**src/hw/rtl/spmf_pkg.sv**
```systemverilog
`timescale 1ns / 1ps
// ----------------------------------------------------------------------------
// spmf_pkg
// Shared sizes, codes and structs of the strict priority multi FIFO.
// ----------------------------------------------------------------------------
package spmf_pkg;

    localparam int MAX_LEVELS  = 8;
    localparam int LEVEL_DEPTH = 16;
    localparam int ID_BITS     = 16;

    localparam int STORE_W  = (ID_BITS < 16) ? ID_BITS : 16;
    localparam int STORE_SZ = MAX_LEVELS * LEVEL_DEPTH;
    localparam int ADDR_W   = (STORE_SZ > 1) ? $clog2(STORE_SZ) : 1;
    localparam int PTR_W    = $clog2(LEVEL_DEPTH);
    localparam int FILL_W   = $clog2(LEVEL_DEPTH + 1);
    localparam int LNUM_W   = $clog2(MAX_LEVELS + 1);
    localparam int TOT_W    = $clog2(STORE_SZ + 1);

    localparam logic [3:0] LEVELS_RESET = 4'd8;

    typedef logic [STORE_W-1:0] id_t;
    typedef logic [ADDR_W-1:0]  addr_t;
    typedef logic [PTR_W-1:0]   ptr_t;
    typedef logic [FILL_W-1:0]  fill_t;

    typedef enum logic [1:0] {
        MODE_ENQ   = 2'd0,
        MODE_DEQ   = 2'd1,
        MODE_QUERY = 2'd2
    } mode_t;

    typedef enum logic [1:0] {
        ST_OK    = 2'd0,
        ST_RANGE = 2'd1,
        ST_FULL  = 2'd2,
        ST_EMPTY = 2'd3
    } status_t;

    typedef struct packed {
        logic  en;
        logic  we;
        addr_t waddr;
        addr_t raddr_rem;
        addr_t raddr_head;
    } mem_req_t;

    typedef struct packed {
        status_t            status;
        logic               removed_valid;
        logic [LNUM_W-1:0]  head_prio;
        logic [TOT_W-1:0]   total;
        fill_t              level_count;
    } res_t;

endpackage

```
**src/hw/rtl/spmf_store.sv**
```systemverilog
`timescale 1ns / 1ps
// ----------------------------------------------------------------------------
// spmf_store
// Task word store: one write port, two registered read ports with write
// forwarding on the head port.
// ----------------------------------------------------------------------------
module spmf_store (
    input  logic              aclk,
    input  spmf_pkg::mem_req_t req,
    input  spmf_pkg::id_t     wdata,
    output spmf_pkg::id_t     rd_rem,
    output spmf_pkg::id_t     rd_head
);
    import spmf_pkg::*;

    id_t mem [STORE_SZ];
    id_t rd_rem_reg;
    id_t rd_head_reg;

    always_ff @(posedge aclk) begin
        if (req.we) begin
            mem[req.waddr] <= wdata;
        end
        if (req.en) begin
            rd_rem_reg <= mem[req.raddr_rem];
            if (req.we && (req.waddr == req.raddr_head)) begin
                rd_head_reg <= wdata;
            end else begin
                rd_head_reg <= mem[req.raddr_head];
            end
        end
    end

    assign rd_rem  = rd_rem_reg;
    assign rd_head = rd_head_reg;

endmodule

```
**src/hw/rtl/spmf_ctrl.sv**
```systemverilog
`timescale 1ns / 1ps
// ----------------------------------------------------------------------------
// spmf_ctrl
// Per-level pointers and fill counts, priority select and result fields for
// one word per cycle while step_en is high.
// ----------------------------------------------------------------------------
module spmf_ctrl (
    input  logic               aclk,
    input  logic               aresetn,
    input  logic               step_en,
    input  logic [3:0]         levels,
    input  spmf_pkg::mode_t    mode,
    input  logic [3:0]         prio,
    output spmf_pkg::mem_req_t req,
    output spmf_pkg::res_t     res
);
    import spmf_pkg::*;

    ptr_t  front_reg [MAX_LEVELS];
    ptr_t  rear_reg  [MAX_LEVELS];
    fill_t fill_reg  [MAX_LEVELS];
    ptr_t  front_next [MAX_LEVELS];
    ptr_t  rear_next  [MAX_LEVELS];
    fill_t fill_next  [MAX_LEVELS];

    function automatic ptr_t ptr_inc(input ptr_t p);
        ptr_inc = (p == PTR_W'(LEVEL_DEPTH - 1)) ? '0 : p + 1'b1;
    endfunction

    function automatic addr_t addr_of(input int lvl, input ptr_t p);
        addr_of = ADDR_W'(lvl * LEVEL_DEPTH + int'(p));
    endfunction

    always_comb begin
        logic [LNUM_W-1:0]     n_act;
        logic [MAX_LEVELS-1:0] active;
        logic [MAX_LEVELS-1:0] match;
        logic [MAX_LEVELS-1:0] top_oh;
        logic [MAX_LEVELS-1:0] top2_oh;
        logic [MAX_LEVELS-1:0] sel_enq;
        logic [MAX_LEVELS-1:0] sel_deq;
        logic                  found;
        logic                  prio_ok;
        logic                  full_sel;
        logic                  is_enq;
        logic                  is_deq;
        logic                  enq_ok;
        logic                  deq_ok;
        logic [TOT_W-1:0]      tot;

        if (int'(levels) > MAX_LEVELS) begin
            n_act = LNUM_W'(MAX_LEVELS);
        end else begin
            n_act = LNUM_W'(levels);
        end
        prio_ok = (prio != 4'd0) && (int'(prio) <= int'(n_act));

        is_enq = 1'b0;
        is_deq = 1'b0;
        case (mode)
            MODE_ENQ: is_enq = 1'b1;
            MODE_DEQ: is_deq = 1'b1;
            default:  ;
        endcase

        full_sel = 1'b0;
        for (int j = 0; j < MAX_LEVELS; j++) begin
            active[j] = (j < int'(n_act));
            match[j]  = prio_ok && (int'(prio) == j + 1);
            full_sel  = full_sel | (match[j] && (fill_reg[j] == FILL_W'(LEVEL_DEPTH)));
        end

        found = 1'b0;
        for (int j = MAX_LEVELS - 1; j >= 0; j--) begin
            top_oh[j] = !found && active[j] && (fill_reg[j] != '0);
            found     = found | top_oh[j];
        end

        enq_ok = is_enq && prio_ok && !full_sel;
        deq_ok = is_deq && found;

        for (int j = 0; j < MAX_LEVELS; j++) begin
            sel_enq[j]    = enq_ok && match[j];
            sel_deq[j]    = deq_ok && top_oh[j];
            fill_next[j]  = fill_reg[j] + FILL_W'(sel_enq[j]) - FILL_W'(sel_deq[j]);
            front_next[j] = sel_deq[j] ? ptr_inc(front_reg[j]) : front_reg[j];
            rear_next[j]  = sel_enq[j] ? ptr_inc(rear_reg[j]) : rear_reg[j];
        end

        found = 1'b0;
        for (int j = MAX_LEVELS - 1; j >= 0; j--) begin
            top2_oh[j] = !found && active[j] && (fill_next[j] != '0);
            found      = found | top2_oh[j];
        end

        req            = '0;
        res            = '0;
        req.en         = step_en;
        req.we         = step_en && enq_ok;
        tot            = '0;
        for (int j = 0; j < MAX_LEVELS; j++) begin
            if (sel_enq[j]) begin
                req.waddr = req.waddr | addr_of(j, rear_reg[j]);
            end
            if (top_oh[j]) begin
                req.raddr_rem = req.raddr_rem | addr_of(j, front_reg[j]);
            end
            if (top2_oh[j]) begin
                req.raddr_head = req.raddr_head | addr_of(j, front_next[j]);
                res.head_prio  = res.head_prio | LNUM_W'(j + 1);
            end
            if (match[j]) begin
                res.level_count = res.level_count | fill_next[j];
            end
            if (active[j]) begin
                tot = tot + TOT_W'(fill_next[j]);
            end
        end
        res.total         = tot;
        res.removed_valid = deq_ok;

        if (is_enq && !prio_ok) begin
            res.status = ST_RANGE;
        end else if (is_enq && full_sel) begin
            res.status = ST_FULL;
        end else if (is_deq && !deq_ok) begin
            res.status = ST_EMPTY;
        end else begin
            res.status = ST_OK;
        end
    end

    always_ff @(posedge aclk) begin
        if (!aresetn) begin
            for (int j = 0; j < MAX_LEVELS; j++) begin
                front_reg[j] <= '0;
                rear_reg[j]  <= '0;
                fill_reg[j]  <= '0;
            end
        end else if (step_en) begin
            for (int j = 0; j < MAX_LEVELS; j++) begin
                front_reg[j] <= front_next[j];
                rear_reg[j]  <= rear_next[j];
                fill_reg[j]  <= fill_next[j];
            end
        end
    end

endmodule

```
**src/hw/rtl/strict_priority_multi_fifo.sv**
```systemverilog
`timescale 1ns / 1ps
// ----------------------------------------------------------------------------
// strict_priority_multi_fifo
// Bank of per-priority task FIFOs with strict highest-level-first dequeue.
//
// Input channel s_*: one word carries a mode (enqueue, dequeue, query), a
// priority level and a task ID. Result channel m_*: one word per input word
// with status, removed task, head task and level, total and per-level count.
// cfg_we/cfg_wdata write levels_in_use; write it only while the block idles.
// An accepted word passes the input register, then the result register,
// which also latches the task store read ports.
// Throughput: one word per cycle while m_ready stays high, set by the pointer
// update and priority select feeding the store's registered read ports.
// Reset: all levels empty, levels_in_use back to 8; no clearing pass, the
// store's read data is used only for occupied entries.
// Stall: while m_ready is low the result holds, the input register holds one
// more word, and s_ready drops once both are full.
// ----------------------------------------------------------------------------
module strict_priority_multi_fifo (
    input  logic        aclk,
    input  logic        aresetn,
    input  logic        cfg_we,
    input  logic [3:0]  cfg_wdata,
    input  logic        s_valid,
    output logic        s_ready,
    input  logic [1:0]  s_mode,
    input  logic [3:0]  s_priority_req,
    input  logic [15:0] s_task_id,
    output logic        m_valid,
    input  logic        m_ready,
    output logic [1:0]  m_status,
    output logic [15:0] m_removed_task,
    output logic        m_removed_valid,
    output logic [15:0] m_head_task,
    output logic [3:0]  m_head_priority,
    output logic [7:0]  m_total_count,
    output logic [4:0]  m_level_count
);
    import spmf_pkg::*;

    logic [3:0] levels_val_reg;
    logic       in_valid_reg;
    logic [1:0] mode_reg;
    logic [3:0] prio_reg;
    id_t        tid_reg;
    logic       out_valid_reg;
    logic       out_valid_next;
    res_t       res_reg;
    res_t       res;
    mem_req_t   req;
    id_t        rd_rem;
    id_t        rd_head;
    logic       advance;

    assign advance = in_valid_reg && (!out_valid_reg || m_ready);
    assign s_ready = !in_valid_reg || advance;

    always_comb begin
        out_valid_next = out_valid_reg;
        if (advance) begin
            out_valid_next = 1'b1;
        end else if (m_ready) begin
            out_valid_next = 1'b0;
        end
    end

    always_ff @(posedge aclk) begin
        if (!aresetn) begin
            levels_val_reg <= LEVELS_RESET;
            in_valid_reg   <= 1'b0;
            out_valid_reg  <= 1'b0;
        end else begin
            if (cfg_we) begin
                levels_val_reg <= cfg_wdata;
            end
            if (s_ready) begin
                in_valid_reg <= s_valid;
            end
            out_valid_reg <= out_valid_next;
        end
    end

    always_ff @(posedge aclk) begin
        if (s_ready && s_valid) begin
            mode_reg <= s_mode;
            prio_reg <= s_priority_req;
            tid_reg  <= s_task_id[STORE_W-1:0];
        end
        if (advance) begin
            res_reg <= res;
        end
    end

    spmf_ctrl u_ctrl (
        .aclk    (aclk),
        .aresetn (aresetn),
        .step_en (advance),
        .levels  (levels_val_reg),
        .mode    (mode_t'(mode_reg)),
        .prio    (prio_reg),
        .req     (req),
        .res     (res)
    );

    spmf_store u_store (
        .aclk    (aclk),
        .req     (req),
        .wdata   (tid_reg),
        .rd_rem  (rd_rem),
        .rd_head (rd_head)
    );

    assign m_valid         = out_valid_reg;
    assign m_status        = res_reg.status;
    assign m_removed_valid = res_reg.removed_valid;
    assign m_removed_task  = res_reg.removed_valid ? 16'(rd_rem) : 16'd0;
    assign m_head_task     = (res_reg.head_prio != '0) ? 16'(rd_head) : 16'd0;
    assign m_head_priority = 4'(res_reg.head_prio);
    assign m_total_count   = 8'(res_reg.total);
    assign m_level_count   = 5'(res_reg.level_count);

endmodule

```
**config.mk**
```make
export PLATFORM = sky130hd
export DESIGN_NAME = strict_priority_multi_fifo
export DESIGN_NICKNAME = d
export VERILOG_FILES = /design/src/hw/rtl/spmf_pkg.sv /design/src/hw/rtl/spmf_store.sv /design/src/hw/rtl/spmf_ctrl.sv /design/src/hw/rtl/strict_priority_multi_fifo.sv
export SDC_FILE = /design/constraint.sdc
export NUM_CORES = 2
export LEC_CHECK = 0
export BUFFER_PORTS_ARGS = -buffer_cell sky130_fd_sc_hd__buf_2
export CORE_MARGIN = 8
export CORE_UTILIZATION = 40
export CTS_CLUSTER_DIAMETER = 200
export DETAILED_ROUTE_END_ITERATION = 10
export PLACE_DENSITY = 0.57
export REMOVE_ABC_BUFFERS = 1
export SLEW_MARGIN = 20
export SYNTH_ARGS = -nofsm -noshare
export SYNTH_HDL_FRONTEND = slang
export SYNTH_SLANG_ARGS = --single-unit
```
**constraint.sdc**
```tcl
create_clock -name aclk -period 9.5 [get_ports aclk]
set_input_delay 0.475 -clock aclk [delete_from_list [all_inputs] [get_ports aclk]]
set_output_delay 0.475 -clock aclk [all_outputs]
set_load 0.02 [all_outputs]
```
## Word level (Yosys, flattened, before mapping)

Memories as Yosys holds them, arrays and structs flattened. A register that Yosys moved wholly into a read port is not among the register bits.
Cells that the tools add are included.

| storage, ports and cells | value |
|---|---|
| RAM bits | 2152 |
| input bits | 31 |
| memories | 4 |
| logic and storage cells | 422 |
| output and inout port bits | 54 |
| bits in registers | 48 |

| cells by class | value |
|---|---|
| reductions and logical operators | 113 |
| bitwise logic cells | 72 |
| magnitude comparators | 10 |
| equality and inequality tests | 33 |
| multiplexer cells | 118 |
| add/sub/neg operators | 60 |

Memory list:

| memory | words | width | read ports | clocked after memory_dff | wr ports | RTL line | text |
|---|---|---|---|---|---|---|---|
| u_store.mem | 128 | 16 | 2 | 2 | 1 | spmf_store.sv:16 | `id_t mem [STORE_SZ];` |
| u_ctrl.fill_reg | 8 | 5 | 8 | 0 | 8 | spmf_ctrl.sv:21 | `fill_t fill_reg [MAX_LEVELS];` |
| u_ctrl.front_reg | 8 | 4 | 8 | 0 | 8 | spmf_ctrl.sv:19 | `ptr_t front_reg [MAX_LEVELS];` |
| u_ctrl.rear_reg | 8 | 4 | 8 | 0 | 8 | spmf_ctrl.sv:20 | `ptr_t rear_reg [MAX_LEVELS];` |

Operators with widths:

| cell | count |
|---|---|
| 2-to-1 mux 4 bit | 52 |
| 2-to-1 mux 7 bit | 21 |
| OR 7 bit | 21 |
| 2-to-1 mux 5 bit | 17 |
| adder 7 x 4 -> 7 bit (first input constant) | 12 |
| equality test 4 bit (second input constant) | 21 |
| nonzero test 5 bit | 16 |
| logical AND 1 bit | 72 |
| adder 4 x 1 -> 4 bit (second input constant) | 16 |
| 2-to-1 mux 8 bit | 7 |
| adder 8 x 5 -> 8 bit | 6 |
| OR 1 bit | 44 |
| adder 6 x 4 -> 7 bit (first input constant) | 6 |
| adder 5 x 1 -> 5 bit | 8 |
| equality test 5 bit (second input constant) | 8 |
| subtractor 5 x 1 -> 5 bit | 8 |
| OR 5 bit | 7 |
| 2-to-1 mux 16 bit | 2 |
| zero test 1 bit | 19 |
| adder 5 x 4 -> 6 bit (first input constant) | 3 |
| less-than comparator 3 x 4 -> 1 bit (first input constant) | 4 |
| 2-to-1 mux 3 bit | 4 |
| 2-to-1 mux 1 bit | 11 |
| equality test 4 x 3 -> 1 bit (second input constant) | 2 |
| other kinds (12) | 19 |

## Depth between registers and ports, before layout

| logic depth | value |
|---|---|
| depth after elaboration | 79 |
| mapped depth | 50 |
| gate-level depth less buffers | 47 |

## Modules after synthesis

A second synthesis with hierarchy kept.

| unflattened totals | value |
|---|---|
| cell total of the unflattened synthesis | 5819 |
| area, all modules | 107498.1 µm² |

Modules (own cells, without submodules):

| module | area each (µm²) | seq. area each (µm²) | cells each | instances |
|---|---|---|---|---|
| spmf_store | 95659.2 | 62459.9 | 4604 | 1 |
| spmf_ctrl | 10095.9 | 3123.0 | 1116 | 1 |
| strict_priority_multi_fifo | 1742.9 | 1381.3 | 99 | 1 |

## Worst setup path after synthesis

No wires, ideal clock.

| timing | value |
|---|---|
| kind | reg2reg |
| start | register levels_val_reg[3] |
| end | register res_reg (netlist bit m_total_count[7]) (data pin) |
| setup time | 0.260 ns |
| setup slack | -0.142 ns |
| stages on the path, launching flop included | 37 |
| period minus slack after synthesis | 9.642 ns |
| path buffers | 4 |
| required time | 9.240 ns |
| arrival time | 9.382 ns |
| cells stage by stage | dfxtp_1 -> buf_1 -> clkbuf_1 -> nor2b_1 -> ha_1 -> and4_1 -> a31oi_1 -> clkbuf_1 -> nor2_1 -> nand3_1 -> clkbuf_1 -> nor2_1 -> ha_1 -> fa_1 -> nand2b_1 -> fa_1 -> o21ai_0 -> fa_1 -> mux2_2 -> fa_1 -> mux2_2 -> fa_1 -> xor2_1 -> mux2_2 -> ha_1 -> a21oi_1 -> xnor2_1 -> mux2_2 -> ha_1 -> nor2b_1 -> o31ai_1 -> ha_1 -> nor2b_1 -> o21a_1 -> o21ai_0 -> nor3b_1 -> xnor2_1 |

RTL lines:

| item | RTL line | text |
|---|---|---|
| from (decl) | strict_priority_multi_fifo.sv:41 | `logic [3:0] levels_val_reg;` |
| from (signal assigned) | strict_priority_multi_fifo.sv:74 | `levels_val_reg <= cfg_wdata;` |
| to (signal assigned) | strict_priority_multi_fifo.sv:90 | `res_reg <= res;` |
| to (decl) | strict_priority_multi_fifo.sv:48 | `res_t res_reg;` |

## Final worst setup path

| timing | value |
|---|---|
| start | register levels_val_reg[3] |
| end | register u_store.rd_head_reg[4], in the netlist u_store.rd_head[4] (read register of u_store.mem) (data pin) |

| on the way | value |
|---|---|
| word-level cells in the longest chain between the ends | 79 |
| elaborated cells between the ends (all ways) | 166 |
| those cells by class | 23 x add/sub; 10 x order compare; 17 x mux; 27 x bitwise; 89 x reduce/logical |

Ends and longest elaborated chain:

| item | RTL line | text |
|---|---|---|
| greater-than comparator 4 bit | spmf_ctrl.sv:51 | `if (int'(levels) > MAX_LEVELS) begin` |
| 2-to-1 mux 4 bit (*) | spmf_ctrl.sv:51 |  |
| less-than comparator 3 x 4 -> 1 bit | spmf_ctrl.sv:68 | `active[j] = (j < int'(n_act));` |
| logical AND 1 bit | spmf_ctrl.sv:75 | `top_oh[j] = !found && active[j] && (fill_reg[j] != '0);` |
| zero test 1 bit | spmf_ctrl.sv:75 |  |
| logical AND 1 bit (2 in a row) | spmf_ctrl.sv:75 |  |
| OR 1 bit | spmf_ctrl.sv:76 | `found = found \| top_oh[j];` |
| zero test 1 bit | spmf_ctrl.sv:75 |  |
| [62 not listed] | n/a |  |
| OR 7 bit | spmf_ctrl.sv:109 | `req.raddr_head = req.raddr_head \| addr_of(j, front_next[j]);` |
| 2-to-1 mux 7 bit | spmf_ctrl.sv:108 | `if (top2_oh[j]) begin` |
| OR 7 bit | spmf_ctrl.sv:109 |  |
| 2-to-1 mux 7 bit | spmf_ctrl.sv:108 |  |
| OR 7 bit | spmf_ctrl.sv:109 |  |
| 2-to-1 mux 7 bit | spmf_ctrl.sv:108 |  |
| OR 7 bit | spmf_ctrl.sv:109 |  |
| 2-to-1 mux 7 bit (*) | spmf_ctrl.sv:108 |  |
| to (decl) | spmf_store.sv:18 | `id_t rd_head_reg;` |

Mark *: on every way between the ends. The rest lies on a longest branch, timed or not.
A chain may end at the register's enable or synchronous reset.

==> flow_results.org <==
** Run status
- The flow ran to the end, and the final reports show no timing, DRC or antenna violations.

** Final layout
- Layout overhead on the synthesized area :: 13.7%
- Cells with a size suffix above 1 make up between 10% and 20% of the layout.
- The register with the most flip-flops in the layout has roughly 2000 of them.
- After the last flow step, the layout net total stands at roughly 11000.
- Post-Route Utilization :: a little under half
- Count of placed standard cells in the final layout, fillers left out :: between 10000 and 15000

** Drt
- Dividing the detail-routed wire length by the instance count gives 32.1 um.
- DR vias/cell :: about 6.5
- For this block, the routed nets add up to 480 mm of wire.
- DRC violations left :: 0
- In this run, the number of DRC markers left after iteration 0 of detailed routing was about 16000.
- Total number of vias :: 96500
- DRT antenna net count :: 0
- Detailed Routing Iterations Pass 1 :: 7

** Timing
- Setup violations remaining at the end of the flow were counted as 0.
- Across all hold checks on the routed design, the worst slack comes to 0.226 ns.
- Final worst slack :: between 0.2 and 0.25 ns
- Setup skew after layout :: around 0.083 ns
- The worst path uses 97.8% of the clock period.
- The clock period could shrink to ~9.3 ns.
- Worst slew margin relative to its limit :: roughly 16%
- For the pin with the worst max-slew slack, the measured transition is 1.25 ns.
- The max-slew violation count came to 0.
- Timing would allow up to 108 MHz.
- Fin. Hold Viols :: 0

** CTS
- The tree built by TritonCTS fans out to about 2200 sinks.
- TritonCTS created between 200 and 250 clock buffers.
- The tree is rooted in a clkbuf_16.
- Clock insertion delay at the later pin of the skew report :: 0.95 ns
- No sink is reached through more buffers than the 4 on the longest clock path.
- TritonCTS built the clock tree.
- After clock tree synthesis, the clock-pin slew on the worst setup and hold paths is 0.06 ns.
- H-Tree Depth :: 4

** Global route
- Pin count of the biggest net entering global routing :: 130
- The number of antenna violations at the first check in global routing came to 26.
- The first global-routing pass estimated 669 mm of wire.
- Vias in the first global route :: around 91000
- Remaining global-route overflow :: 0
- Total routing usage reported by global routing :: slightly above 30%

** Floorplan
- Floorplan Core Area :: ~280000 um2
- In this run the vertical extent of the chip is about 550 um.
- From left edge to right edge, the die measures roughly 550 um.
- Starting utilization of the core area :: about two fifths
- Die area :: between 300000 and 400000 um2
- In this run the core area contains between 150 and 200 standard-cell rows.
- For this design the top-level I/O count stands at between 80 and 90.

** Power
- Total power divided by cell area :: 260 nW/um2
- In this run the static leakage power is between 40 and 50 nW.
- Peak supply drop :: about 360 uV

** Logic synthesis
- Per-instance average area after synthesis :: about 10 um2
- Post-synthesis instance total :: roughly 11000
- Counting flops with an async set or reset pin after synthesis yields a share of 0%.
- Cell with the most instances after synthesis :: nand2_1
- Ys Warns :: 0
- In the synthesized netlist the dominant register cell turns out to be edfxtp_1.
- The biggest area contributor in the post-synthesis netlist is edfxtp_1.
- By count the netlist is led by nand2_1 (3050), edfxtp_1 (2226), nand3_1 (1363), clkbuf_1 (491), mux2i_1 (469).
- Top cells by area in the synthesized netlist :: edfxtp_1 (59%), nand2_1 (10%), nand3_1 (6.0%)
- Syn Std Cell Area :: 114000 um2
- Flops & latches, synth :: between 2000 and 2500
- Library cells used by synthesis :: 97
- Part of the Yosys area used for sequential elements :: about three fifths
- After synthesis, the largest area contributor takes up 58.7% of total cell area.
- Number of enable flip-flop cells after synthesis :: 2226

** Critical path
- Launching element type of the critical path :: flop
- R2R depth :: 27
- Across all register-to-register paths, the minimum setup slack is 0.21 ns.
- Data arrival, critical path :: slightly below 10 ns
- Critical Path End Type :: flop
- Crit-path max FO :: 21
- Worst R2R Start :: levels_val_reg[3]
- The setup path with the least slack is of type flop to flop.
- Crit path required time :: ~10 ns
- Most Frequent Cell on Critical Path :: nand2_1
- The slowest stage of the critical path is the nand2_1 cell.
- In this design, the stage delay of the slowest critical-path cell is 1.02 ns.
- Crit path from :: levels_val_reg[3]

** Place
- Port buffering added between 80 and 90 buffers.
- At the end of routability-driven placement, the weighted congestion stood at ~0.98.
- Number of placed cells counting well taps :: around 14000
- Prior to clock tree synthesis, the placed netlist has a worst setup slack of ~0.066 ns.
- Summed over all nets, the half-perimeter wirelength after detailed placement is just over 300 mm.

** Hold path
- In this run the most critical hold path is launched from aresetn.
- Hold Crit Class :: input port to flop
- The worst hold path was traced through 3 stages.

** Flow run
- Across the run, the number of max-cap violations was 0.
-- cells in the final DEF (no fill, tap or decap), drive strengths merged, types with 56 or more instances in the layout --
master | netlist | layout
a21oi | 368 | 368
nor3 | 72 | 72
edfxtp | 2226 | 2226
nand3 | 1364 | 1364
mux2i | 469 | 469
clkinv | 4 | 110
a22oi | 87 | 87
and3 | 199 | 199
and2 | 56 | 56
nor2b | 60 | 60
ha | 103 | 103
a31oi | 139 | 139
a211oi | 142 | 142
clkbuf | 492 | 302
a32oi | 62 | 62
nor4 | 63 | 63
buf | 344 | 634
nor2 | 288 | 288
o21ai | 102 | 102
inv | 123 | 131
o22ai | 96 | 96
a311oi | 312 | 312
nand2 | 3050 | 3050
mux2 | 62 | 62
-- layout make-up --
type	count	area (um2)
well taps	3762	4710
clock buffers	302	6450
flip-flops and latches	2232	67000
inverters	127	479
clock inverters	148	1340
multi-input cells	7698	43900
repair buffers	668	5690
diodes	16	40.0
fillers	25800	155000
-- what timing repair did --
action | 4_1_cts | 5_1_grt
hold buffers | 34 | 0
endpoints found under the setup margin | 0 | 7
endpoints found under the hold margin | 28 | 0
setup buffers | 0 | 4
gates resized for setup | 0 | 32
-- critical path: cells and delay by family, from the launching register on --
family,cells,cell delay (ns)
simple gates,10,3.71
compound gates,9,3.01
fa+ha+maj,3,0.96
buf+inv,4,0.66
mux,1,0.33
flops,1,0.31
-- metal layers --
layer	wire (um)	GRT usage [%]	vias to the layer above
li1	-	-	40500
met3	61000	8.48	1398
met4	39000	20.6	8
met1	177000	39.0	47700
met2	203000	44.5	6933
met5	330	0.689	-
-- where the power goes --
part / switching [W] / internal, W
logic: 0.00877 / 0.00430
registers: 0.0000737 / 0.0111
clock network: 0.00412 / 0.00539
-- stage by stage --
stage	TNS (ns)	area (um2)	power (W)
2_1_floorplan	-899.53	110000	0.0223
3_3_place_gp	0	121000	0.0237
3_5_place_dp	0	121000	0.0238
4_1_cts	0	129000	0.0332
5_1_grt	-0.0273	130000	0.0346
6_report	0	130000	0.0337
-- cell families (layout without fill, tap and decap cells) --
kind of cell    after synthesis  in the layout  share of synthesized area [%]
fa+ha+maj                   118            118                           1.39
flops                      2232           2232                           58.8
other cells                   0             16                              0
mux                         531            531                           4.73
xor+xnor                     74             74                          0.569
simple gates               5313           5313                           20.5
buf+inv                     963           1245                           3.61
compound gates             1662           1662                           10.4
-- final timing paths --
check,to
worst max-delay path,u_store.rd_head[4]
worst min-delay path,m_valid
worst max register to register,u_store.rd_head[4]
worst min register to register,m_valid
Note: power is estimated with default switching activity, not from simulation.
